$ cat config.mk
export PLATFORM = sky130hd
export DESIGN_NAME = moving_median_filter_unit
export DESIGN_NICKNAME = d
export VERILOG_FILES = /design/src/rtl/core/mmf_pkg.sv /design/src/rtl/core/moving_median_filter_unit.sv
export SDC_FILE = /design/constraint.sdc
export NUM_CORES = 2
export LEC_CHECK = 0
export BUFFER_PORTS_ARGS = -buffer_cell sky130_fd_sc_hd__clkbuf_2
export CORE_MARGIN = 4
export CORE_UTILIZATION = 35
export CTS_CLUSTER_SIZE = 24
export DETAILED_ROUTE_END_ITERATION = 8
export MAX_ROUTING_LAYER = met4
export PLACE_DENSITY = 0.51
export SYNTH_ARGS = -nofsm -noshare
export SYNTH_HDL_FRONTEND = slang
export SYNTH_SLANG_ARGS = --single-unit
$ cat constraint.sdc
create_clock -name clk -period 6 [get_ports clk]
set_input_delay 0.3 -clock clk [delete_from_list [all_inputs] [get_ports clk]]
set_output_delay 0.3 -clock clk [all_outputs]
set_load 0.005 [all_outputs]
$ cat src/rtl/core/mmf_pkg.sv
// ----------------------------------------------------------------------------
// mmf_pkg
// shared types and constants of the moving median filter
// ----------------------------------------------------------------------------
`default_nettype none

package mmf_pkg;

    localparam int CFG_WIDTH = 6;

    typedef logic [CFG_WIDTH-1:0] cfg_word_t;

    localparam cfg_word_t WINDOW_LEN_RESET = 6'd5;

    typedef logic [2:0] mmf_state_t;

    localparam mmf_state_t ST_IDLE   = 3'd0;
    localparam mmf_state_t ST_REMOVE = 3'd1;
    localparam mmf_state_t ST_INSERT = 3'd2;
    localparam mmf_state_t ST_WALK   = 3'd3;
    localparam mmf_state_t ST_FINISH = 3'd4;

endpackage

`default_nettype wire

$ cat src/rtl/core/moving_median_filter_unit.sv
// ----------------------------------------------------------------------------
// moving_median_filter_unit
// sliding window median over the newest samples of a block, result x2
// ----------------------------------------------------------------------------
// Usage:
//   sample channel: sample, last_in_block with sample_valid / sample_stall.
//   result channel: median_x2, block_end with median_valid / median_stall.
//   config channel: cfg_data with cfg_valid / cfg_ready, sets window_len;
//   write it only while the block is idle.
// The window is kept as a value-sorted row of cells, each tagged with its age.
// Per sample: an accept step, a remove step that drops the oldest entry once
// the row is full, an insert step for the new one, then a walk over the sorted
// row, one cell per cycle, counting cells inside the window until the upper
// middle rank is found, then a finish step that loads the output register.
// The walk stops at the median cell, at most the fill (MAX_WINDOW) cells in.
// A sample that gives no result goes back to idle after the insert step. A new
// sample is taken while a result still waits in the output register; a stalled
// receiver holds the next result in the finish step.
// Reset empties the window and sets window_len to 5.
// ----------------------------------------------------------------------------
`default_nettype none

module moving_median_filter_unit #(
    parameter int MAX_WINDOW   = 32,
    parameter int SAMPLE_WIDTH = 16
) (
    input  wire                           clk,
    input  wire                           rst_n,
    input  wire                           sample_valid,
    output logic                          sample_stall,
    input  wire signed [SAMPLE_WIDTH-1:0] sample,
    input  wire                           last_in_block,
    output logic                          median_valid,
    input  wire                           median_stall,
    output logic signed [SAMPLE_WIDTH:0]  median_x2,
    output logic                          block_end,
    input  wire                           cfg_valid,
    output logic                          cfg_ready,
    input  wire mmf_pkg::cfg_word_t       cfg_data
);

    import mmf_pkg::*;

    localparam int KW = $clog2(MAX_WINDOW + 1);
    localparam int AW = (MAX_WINDOW > 1) ? $clog2(MAX_WINDOW) : 1;
    localparam int IW = AW;
    localparam int OW = SAMPLE_WIDTH + 1;

    logic signed [SAMPLE_WIDTH-1:0] val_reg [MAX_WINDOW];
    logic signed [SAMPLE_WIDTH-1:0] val_next [MAX_WINDOW];
    logic [AW-1:0]                  age_reg [MAX_WINDOW];
    logic [AW-1:0]                  age_next [MAX_WINDOW];

    mmf_state_t                     state_reg, state_next;
    logic [KW-1:0]                  count_reg, count_next;
    cfg_word_t                      wlen_reg;
    logic [KW-1:0]                  k_reg, k_next;
    logic signed [SAMPLE_WIDTH-1:0] smp_reg, smp_next;
    logic                           last_reg, last_next;
    logic [IW-1:0]                  idx_reg, idx_next;
    logic [KW-1:0]                  rank_reg, rank_next;
    logic signed [SAMPLE_WIDTH-1:0] lo_reg, lo_next;
    logic signed [OW-1:0]           med_reg, med_next;
    logic                           out_valid_reg, out_valid_next;
    logic signed [OW-1:0]           out_data_reg, out_data_next;
    logic                           out_end_reg, out_end_next;

    logic [KW-1:0]                  eff_len;
    logic [MAX_WINDOW-1:0]          rm_vec;
    logic [MAX_WINDOW-1:0]          below_mask;
    logic [MAX_WINDOW-1:0]          place;
    logic                           full;
    logic [KW-1:0]                  lo_rank, hi_rank;
    logic signed [SAMPLE_WIDTH-1:0] walk_val;
    logic [AW-1:0]                  walk_age;
    logic                           in_win;
    logic signed [SAMPLE_WIDTH-1:0] lo_sel;
    logic                           out_free;
    logic                           accept;

    assign cfg_ready    = 1'b1;
    assign sample_stall = (state_reg != ST_IDLE);
    assign accept       = sample_valid && !sample_stall;
    assign median_valid = out_valid_reg;
    assign median_x2    = out_data_reg;
    assign block_end    = out_end_reg;
    assign out_free     = !out_valid_reg || !median_stall;

    always_comb
    begin
        if (wlen_reg == '0)
            eff_len = KW'(1);
        else if (32'(wlen_reg) > MAX_WINDOW)
            eff_len = KW'(MAX_WINDOW);
        else
            eff_len = KW'(wlen_reg);
    end

    assign full       = (32'(count_reg) == MAX_WINDOW);
    assign lo_rank    = (k_reg - KW'(1)) >> 1;
    assign hi_rank    = k_reg >> 1;
    assign walk_val   = val_reg[idx_reg];
    assign walk_age   = age_reg[idx_reg];
    assign in_win     = (32'(walk_age) < 32'(k_reg));
    assign lo_sel     = (rank_reg == lo_rank) ? walk_val : lo_reg;
    assign below_mask = rm_vec - MAX_WINDOW'(1);

    always_comb
    begin
        for (int j = 0; j < MAX_WINDOW; j++)
        begin
            rm_vec[j] = full && (age_reg[j] == AW'(MAX_WINDOW - 1));
            place[j]  = (32'(j) >= 32'(count_reg)) || (val_reg[j] > smp_reg);
        end
    end

    always_comb
    begin
        state_next     = state_reg;
        count_next     = count_reg;
        k_next         = k_reg;
        smp_next       = smp_reg;
        last_next      = last_reg;
        idx_next       = idx_reg;
        rank_next      = rank_reg;
        lo_next        = lo_reg;
        med_next       = med_reg;
        out_data_next  = out_data_reg;
        out_end_next   = out_end_reg;
        out_valid_next = out_valid_reg && median_stall;
        for (int j = 0; j < MAX_WINDOW; j++)
        begin
            val_next[j] = val_reg[j];
            age_next[j] = age_reg[j];
        end

        unique case (state_reg)
            ST_IDLE:
            begin
                if (accept)
                begin
                    smp_next   = sample;
                    last_next  = last_in_block;
                    k_next     = eff_len;
                    state_next = ST_REMOVE;
                end
            end
            ST_REMOVE:
            begin
                // when the row is full, drop the oldest cell and close the gap
                if (rm_vec != '0)
                begin
                    for (int j = 0; j < MAX_WINDOW - 1; j++)
                    begin
                        if (!below_mask[j])
                        begin
                            val_next[j] = val_reg[j + 1];
                            age_next[j] = age_reg[j + 1];
                        end
                    end
                    count_next = count_reg - KW'(1);
                end
                state_next = ST_INSERT;
            end
            ST_INSERT:
            begin
                for (int j = 0; j < MAX_WINDOW; j++)
                begin
                    if (j > 0 && place[(j > 0) ? j - 1 : 0])
                    begin
                        val_next[j] = val_reg[(j > 0) ? j - 1 : 0];
                        age_next[j] = age_reg[(j > 0) ? j - 1 : 0] + AW'(1);
                    end
                    else if (place[j])
                    begin
                        val_next[j] = smp_reg;
                        age_next[j] = '0;
                    end
                    else
                    begin
                        age_next[j] = age_reg[j] + AW'(1);
                    end
                end
                count_next = count_reg + KW'(1);
                idx_next   = '0;
                rank_next  = '0;
                if (count_reg + KW'(1) >= k_reg)
                    state_next = ST_WALK;
                else
                begin
                    if (last_reg)
                        count_next = '0;
                    state_next = ST_IDLE;
                end
            end
            ST_WALK:
            begin
                idx_next = idx_reg + IW'(1);
                if (in_win)
                begin
                    rank_next = rank_reg + KW'(1);
                    if (rank_reg == lo_rank)
                        lo_next = walk_val;
                    if (rank_reg == hi_rank)
                    begin
                        med_next   = OW'(lo_sel) + OW'(walk_val);
                        state_next = ST_FINISH;
                    end
                end
            end
            ST_FINISH:
            begin
                if (out_free)
                begin
                    out_valid_next = 1'b1;
                    out_data_next  = med_reg;
                    out_end_next   = last_reg;
                    if (last_reg)
                        count_next = '0;
                    state_next = ST_IDLE;
                end
            end
            default:
            begin
                state_next = ST_IDLE;
            end
        endcase
    end

    always_ff @(posedge clk or negedge rst_n)
    begin
        if (!rst_n)
        begin
            state_reg     <= ST_IDLE;
            count_reg     <= '0;
            wlen_reg      <= WINDOW_LEN_RESET;
            out_valid_reg <= 1'b0;
        end
        else
        begin
            state_reg     <= state_next;
            count_reg     <= count_next;
            out_valid_reg <= out_valid_next;
            if (cfg_valid && cfg_ready)
                wlen_reg <= cfg_data;
        end
    end

    always_ff @(posedge clk)
    begin
        k_reg        <= k_next;
        smp_reg      <= smp_next;
        last_reg     <= last_next;
        idx_reg      <= idx_next;
        rank_reg     <= rank_next;
        lo_reg       <= lo_next;
        med_reg      <= med_next;
        out_data_reg <= out_data_next;
        out_end_reg  <= out_end_next;
        for (int j = 0; j < MAX_WINDOW; j++)
        begin
            val_reg[j] <= val_next[j];
            age_reg[j] <= age_next[j];
        end
    end

endmodule

`default_nettype wire

## After elaboration in Yosys (flattened, before gate mapping)

Memory sizes are Yosys's and may differ from the RTL's. A register that Yosys moved wholly into a read port is not among the register bits.
Cells that the tools add are included.

- $lt $le $gt $ge: 67
- Add/sub/neg operators: 39
- Equality and inequality tests: 45
- Muxes and demuxes: 215
- Reductions and logical operators: 84

Operators by type and width:

| operator | count |
|---|---|
| $mux 16 | 96 |
| $pmux 496 s2 | 1 |
| $gt 16x16->1 | 32 |
| $mux 496 | 1 |
| $mux 5 | 97 |
| $pmux 155 s2 | 1 |
| $add 5x1->5 const B | 33 |
| $eq 5x5->1 const B | 32 |
| $mux 155 | 1 |
| $ge 5x6->1 const A | 16 |
| $ge 4x6->1 const A | 8 |
| $mux 6 | 7 |
| $logic_and 1x1->1 | 34 |
| $logic_or 1x1->1 | 33 |
| $reduce_bool 32->1 | 1 |
| $sub 31x1->31 const B | 1 |
| $ge 3x6->1 const A | 4 |
| $pmux 6 s3 | 1 |
| $add 16x16->17 | 1 |
| $pmux 3 s5 | 1 |
| $add 6x1->6 const B | 2 |
| $eq 6x5->1 | 2 |
| $ge 1x6->1 const A | 2 |
| $ge 2x6->1 const A | 2 |
| other kinds (23) | 41 |

- Word-level logic and storage cells: 466
- Memories kept: 2
- Bits of input ports: 28
- Flip-flop bits (word level): 101
- RAM bits: 672

Memory list:

| memory | words | bits a word | read ports | clocked after memory_dff | wr ports | RTL line | source |
|---|---|---|---|---|---|---|---|
| val_reg | 32 | 16 | 33 | 1 | 32 | moving_median_filter_unit.sv:49 | `logic signed [SAMPLE_WIDTH-1:0] val_reg [MAX_WINDOW];` |
| age_reg | 32 | 5 | 33 | 1 | 32 | moving_median_filter_unit.sv:51 | `logic [AW-1:0] age_reg [MAX_WINDOW];` |

## Logic depth before layout (Yosys ltp)

An unclocked memory read counts as a cell.

- Depth in word-level cells: 7
- Mapped depth: 19
- Depth with buffers taken out: 17

## Least setup slack after synthesis

Ideal clock, no wire load.

- Kind: reg2reg
- Start: register with a tool-made name
- End: register med_reg[0], enable pin
- Cell stages (with the launch flop): 14
- Library setup time: 390 ps
- Data arrival time: 5069 ps
- Path slack: 540 ps
- Path through: dfxtp_1 -> clkbuf_1 -> buf_2 -> clkbuf_1 -> clkbuf_1 -> mux4_2 -> mux4_2 -> mux2_2 -> ha_1 -> or4_1 -> a2111oi_0 -> a211oi_1 -> or2_2 -> nor2_1

RTL lines:

| item | RTL line | source |
|---|---|---|
| end signal: assignment | moving_median_filter_unit.sv:257 | `med_reg <= med_next;` |
| end: declaration | moving_median_filter_unit.sv:63 | `logic signed [OW-1:0] med_reg, med_next;` |

==> impl_metrics.tcl <==
set metrics [dict create \
    syn_area_mm2 0.0590 \
    ys_ff_latch 778 \
    crit_buf_inv 3 \
    synth_edf_count 757 \
    cp_max_fo 22 \
    vias 47900 \
    setup_violations 0 \
    design_area_mm2 0.0658 \
    period_share_pct 89.4 \
    avgViaCountPerCell 6.01 \
    grt_remaining_overflow 0 \
    seqPwrFrac_pct 30.3 \
    max-clock-path-buffers 3 \
    gr-usage-all-layers_pct 25.1 \
    path_depth 15 \
    firstDrtPassIters 6 \
    peakVddDrop_mv 0.363 \
    crit_type "flop to flop" \
    synth.distinct_cells 88 \
    fmax_mhz 186 \
    drtIter0Drc 5436 \
    start_kind "flop" \
    synth_area_leaders "edfxtp_1 39%, ha_1 13%, mux4_2 7.9%, mux2i_1 6.9%, o21ai_0 5.4%" \
    gp_congestion 0.919 \
    async_flop_share_pct 2.06 \
    grt_pass1_wl_um 322000 \
    place_area_mm2 0.0624 \
    min_path_type "input port to flop" \
    r2r_setup_slack_ns 0.64 \
    drive_gt1_share_pct 12.7 \
    fillers 16300 \
    cpPeakStageDelay_ns 0.89 \
    cts-root-buf "clkbuf_16" \
    cts_buffers 98 \
    hold_depth 2 \
    synth_nets 6319 \
    drv_slew 0 \
    final_nets 6314 \
    layout_commonest_cell "edfxtp_1" \
    p_clk_share_pct 13.9 \
    die_height_um 418 \
    final_cell_mix "757 x edfxtp_1, 752 x nand2_1, 632 x o21ai_0, 610 x ha_1, 407 x mux2i_1" \
    io_buffers 47 \
    hold_ws_ns 0.0235 \
    coreArea_mm2 0.167 \
    post_drt_wl_per_cell_um 27.5 \
    slew-limit-headroom_pct 3.76 \
    p_sw_uw 20700 \
    cts_tree "done" \
    final-instance-count-excl-fill 7967 \
    cts.sinks 778 \
    cap_violations 0 \
    powerDensity_mw_per_mm2 664 \
    path_clk_slew_ns 0.06 \
    drt_wl_total_um 219000 \
    period_minus_slack_ns 5.36 \
    cp-end-kind "flop" \
    num_rows 150 \
    yosysTopAreaCellShare_pct 38.5 \
    synth.largest_area_cell "edfxtp_1" \
    finalSetupTns_ns 0 \
    area.growth.synth_to_final_pct 11.7 \
    start_util_pct 35.2 \
    worstPathCellList "inv_1 > ha_1 > nor4b_1 > and2_1 > buf_4 > nand2_1 > ha_1 > clkinv_1 > a21oi_1 > nor2_1 > o21a_4 > nor2_8 > a41o_1 > a31oi_1 > and2_1" \
    grt_pass1_vias 46200 \
    avgSynthCellArea_um2 10.4 \
    synthFlopType "edfxtp_1" \
    cellLeakagePower_uw 0.0256 \
    arrival_ns 5.70 \
    ys_warn_count 0 \
    clk_latency_ns 0.74 \
    finalClockSkew_ns 0.0523 \
    hold_violations 0 \
    status "completed" \
    yosysSeqAreaShare_pct 39.4 \
    dp_cells 7751 \
    required_ns 6.34 \
    worst_r2r_path_depth 15 \
    antenna_found_initial 9 \
    hpwl_um 164000 \
    combPwrFrac_pct 55.8 \
    htreeDepth 3 \
    largest_register_ffs 512 \
    rsz0062_at_grt "no" \
    grt_max_degree 236 \
    syn_inst 5680 \
    dieWidth_um 418 \
    crit_path_top_delay_cell "and2_1" \
    internal_power_uw 23000 \
    ant_nets 0 \
    crit_family "simple AND/OR/NAND/NOR gates" \
    drc 0 \
    tightest_slew_ns 1.44 \
    io_pins 49 \
    sw_frac_of_total_pct 47.4 \
    dieArea_mm2 0.175 \
]
==> final timing paths <==
kind / from / endpoint
max: count_reg[0]$_DFFE_PN0P_ / val_reg[24][10]$_DFFE_PP_
min: cfg_valid / wlen_reg[3]$_DFFE_PN0P_
max reg2reg: count_reg[0]$_DFFE_PN0P_ / val_reg[24][10]$_DFFE_PP_
min reg2reg: idx_reg[4]$_DFFE_PN_ / flop
max in group asynchronous: rst_n / wlen_reg[0]$_DFFE_PN1P_
min in group asynchronous: rst_n / state_reg[2]$_DFFE_PN0P_
==> power groups by stage <==
stage	clock network (uW)	registers (uW)	logic, uW
2_1_floorplan	0	11500	16800
3_3_place_gp	0	13200	23600
3_5_place_dp	0	13200	24000
4_1_cts	6160	13100	24200
5_1_grt	6390	13400	26600
6_report	6060	13200	24400
==> worst reg2reg max path, stage by stage, from the launching register on <==
cell	delay, ns
dfrtp_1	0.48
inv_1	0.21
ha_1	0.20
nor4b_1	0.67
and2_1	0.28
buf_4	0.22
nand2_1	0.11
ha_1	0.23
clkinv_1	0.19
a21oi_1	0.09
nor2_1	0.25
o21a_4	0.23
nor2_8	0.09
a41o_1	0.27
a31oi_1	0.56
and2_1	0.89
==> cell usage after synthesis, drive strengths merged (26+ instances only) <==
master,count
a211oi,30
a21o,98
a21oi,290
a221o,26
a31oi,48
and3,62
buf,65
clkbuf,302
edfxtp,757
ha,610
inv,114
mux2,59
mux2i,408
mux4,208
nand2,753
nand2b,39
nand3,140
nand4,78
nor2,276
nor2b,54
nor3,62
nor4,29
o211ai,37
o21a,44
o21ai,641
o31ai,41
or3,26
xnor2,57
xor2,52
==> layer usage <==
layer	GRT usage, %	routed length, um
met1	35.8	101000
met2	37.0	96100
met3	3.74	15300
met4	6.95	6260
met5	-	0
==> kinds of logic (layout without fill, tap and decap cells) <==
group / after synthesis / after routing / share of synthesized area, %
simple gates: 1597 / 1597 / 12.4
flops: 778 / 778 / 39.4
xor+xnor: 109 / 109 / 1.62
compound gates: 1427 / 1427 / 14.5
mux: 675 / 675 / 16.0
fa+ha+maj: 611 / 611 / 13.0
other cells: 1 / 3 / 0.00636
buf+inv: 482 / 563 / 3.14
==> metrics by stage <==
stage                     setup slack, ns  total power, uW  util [%]
after floorplan                     0.540            28200         -
after global placement              0.872            36900      37.3
after detailed placement            0.761            37300      37.3
after CTS                           0.713            43400      39.3
after global routing                0.341            46500      39.3
final                               0.638            43700      39.3
==> timing repair <==
action,4_1_cts,5_1_grt
hold buffers,28,0
buffers inserted,0,0
endpoints found under the hold margin,42,0
gates resized for setup,0,0
endpoints found under the setup margin,0,0
==> final cells by class <==
type / instances / area (um^2) / share of cell area [%]
Clock inverter: 59 / 576 / 0.874
Antenna cell: 2 / 5.00 / 0.00760
Tap cell: 2204 / 2760 / 4.19
Clock buffer: 127 / 2590 / 3.94
Multi-Input combinational cell: 4420 / 34200 / 51.9
Timing Repair Buffer: 262 / 2040 / 3.10
Inverter: 115 / 437 / 0.663
Sequential cell: 778 / 23200 / 35.3
(Power assumes the default switching activity.)
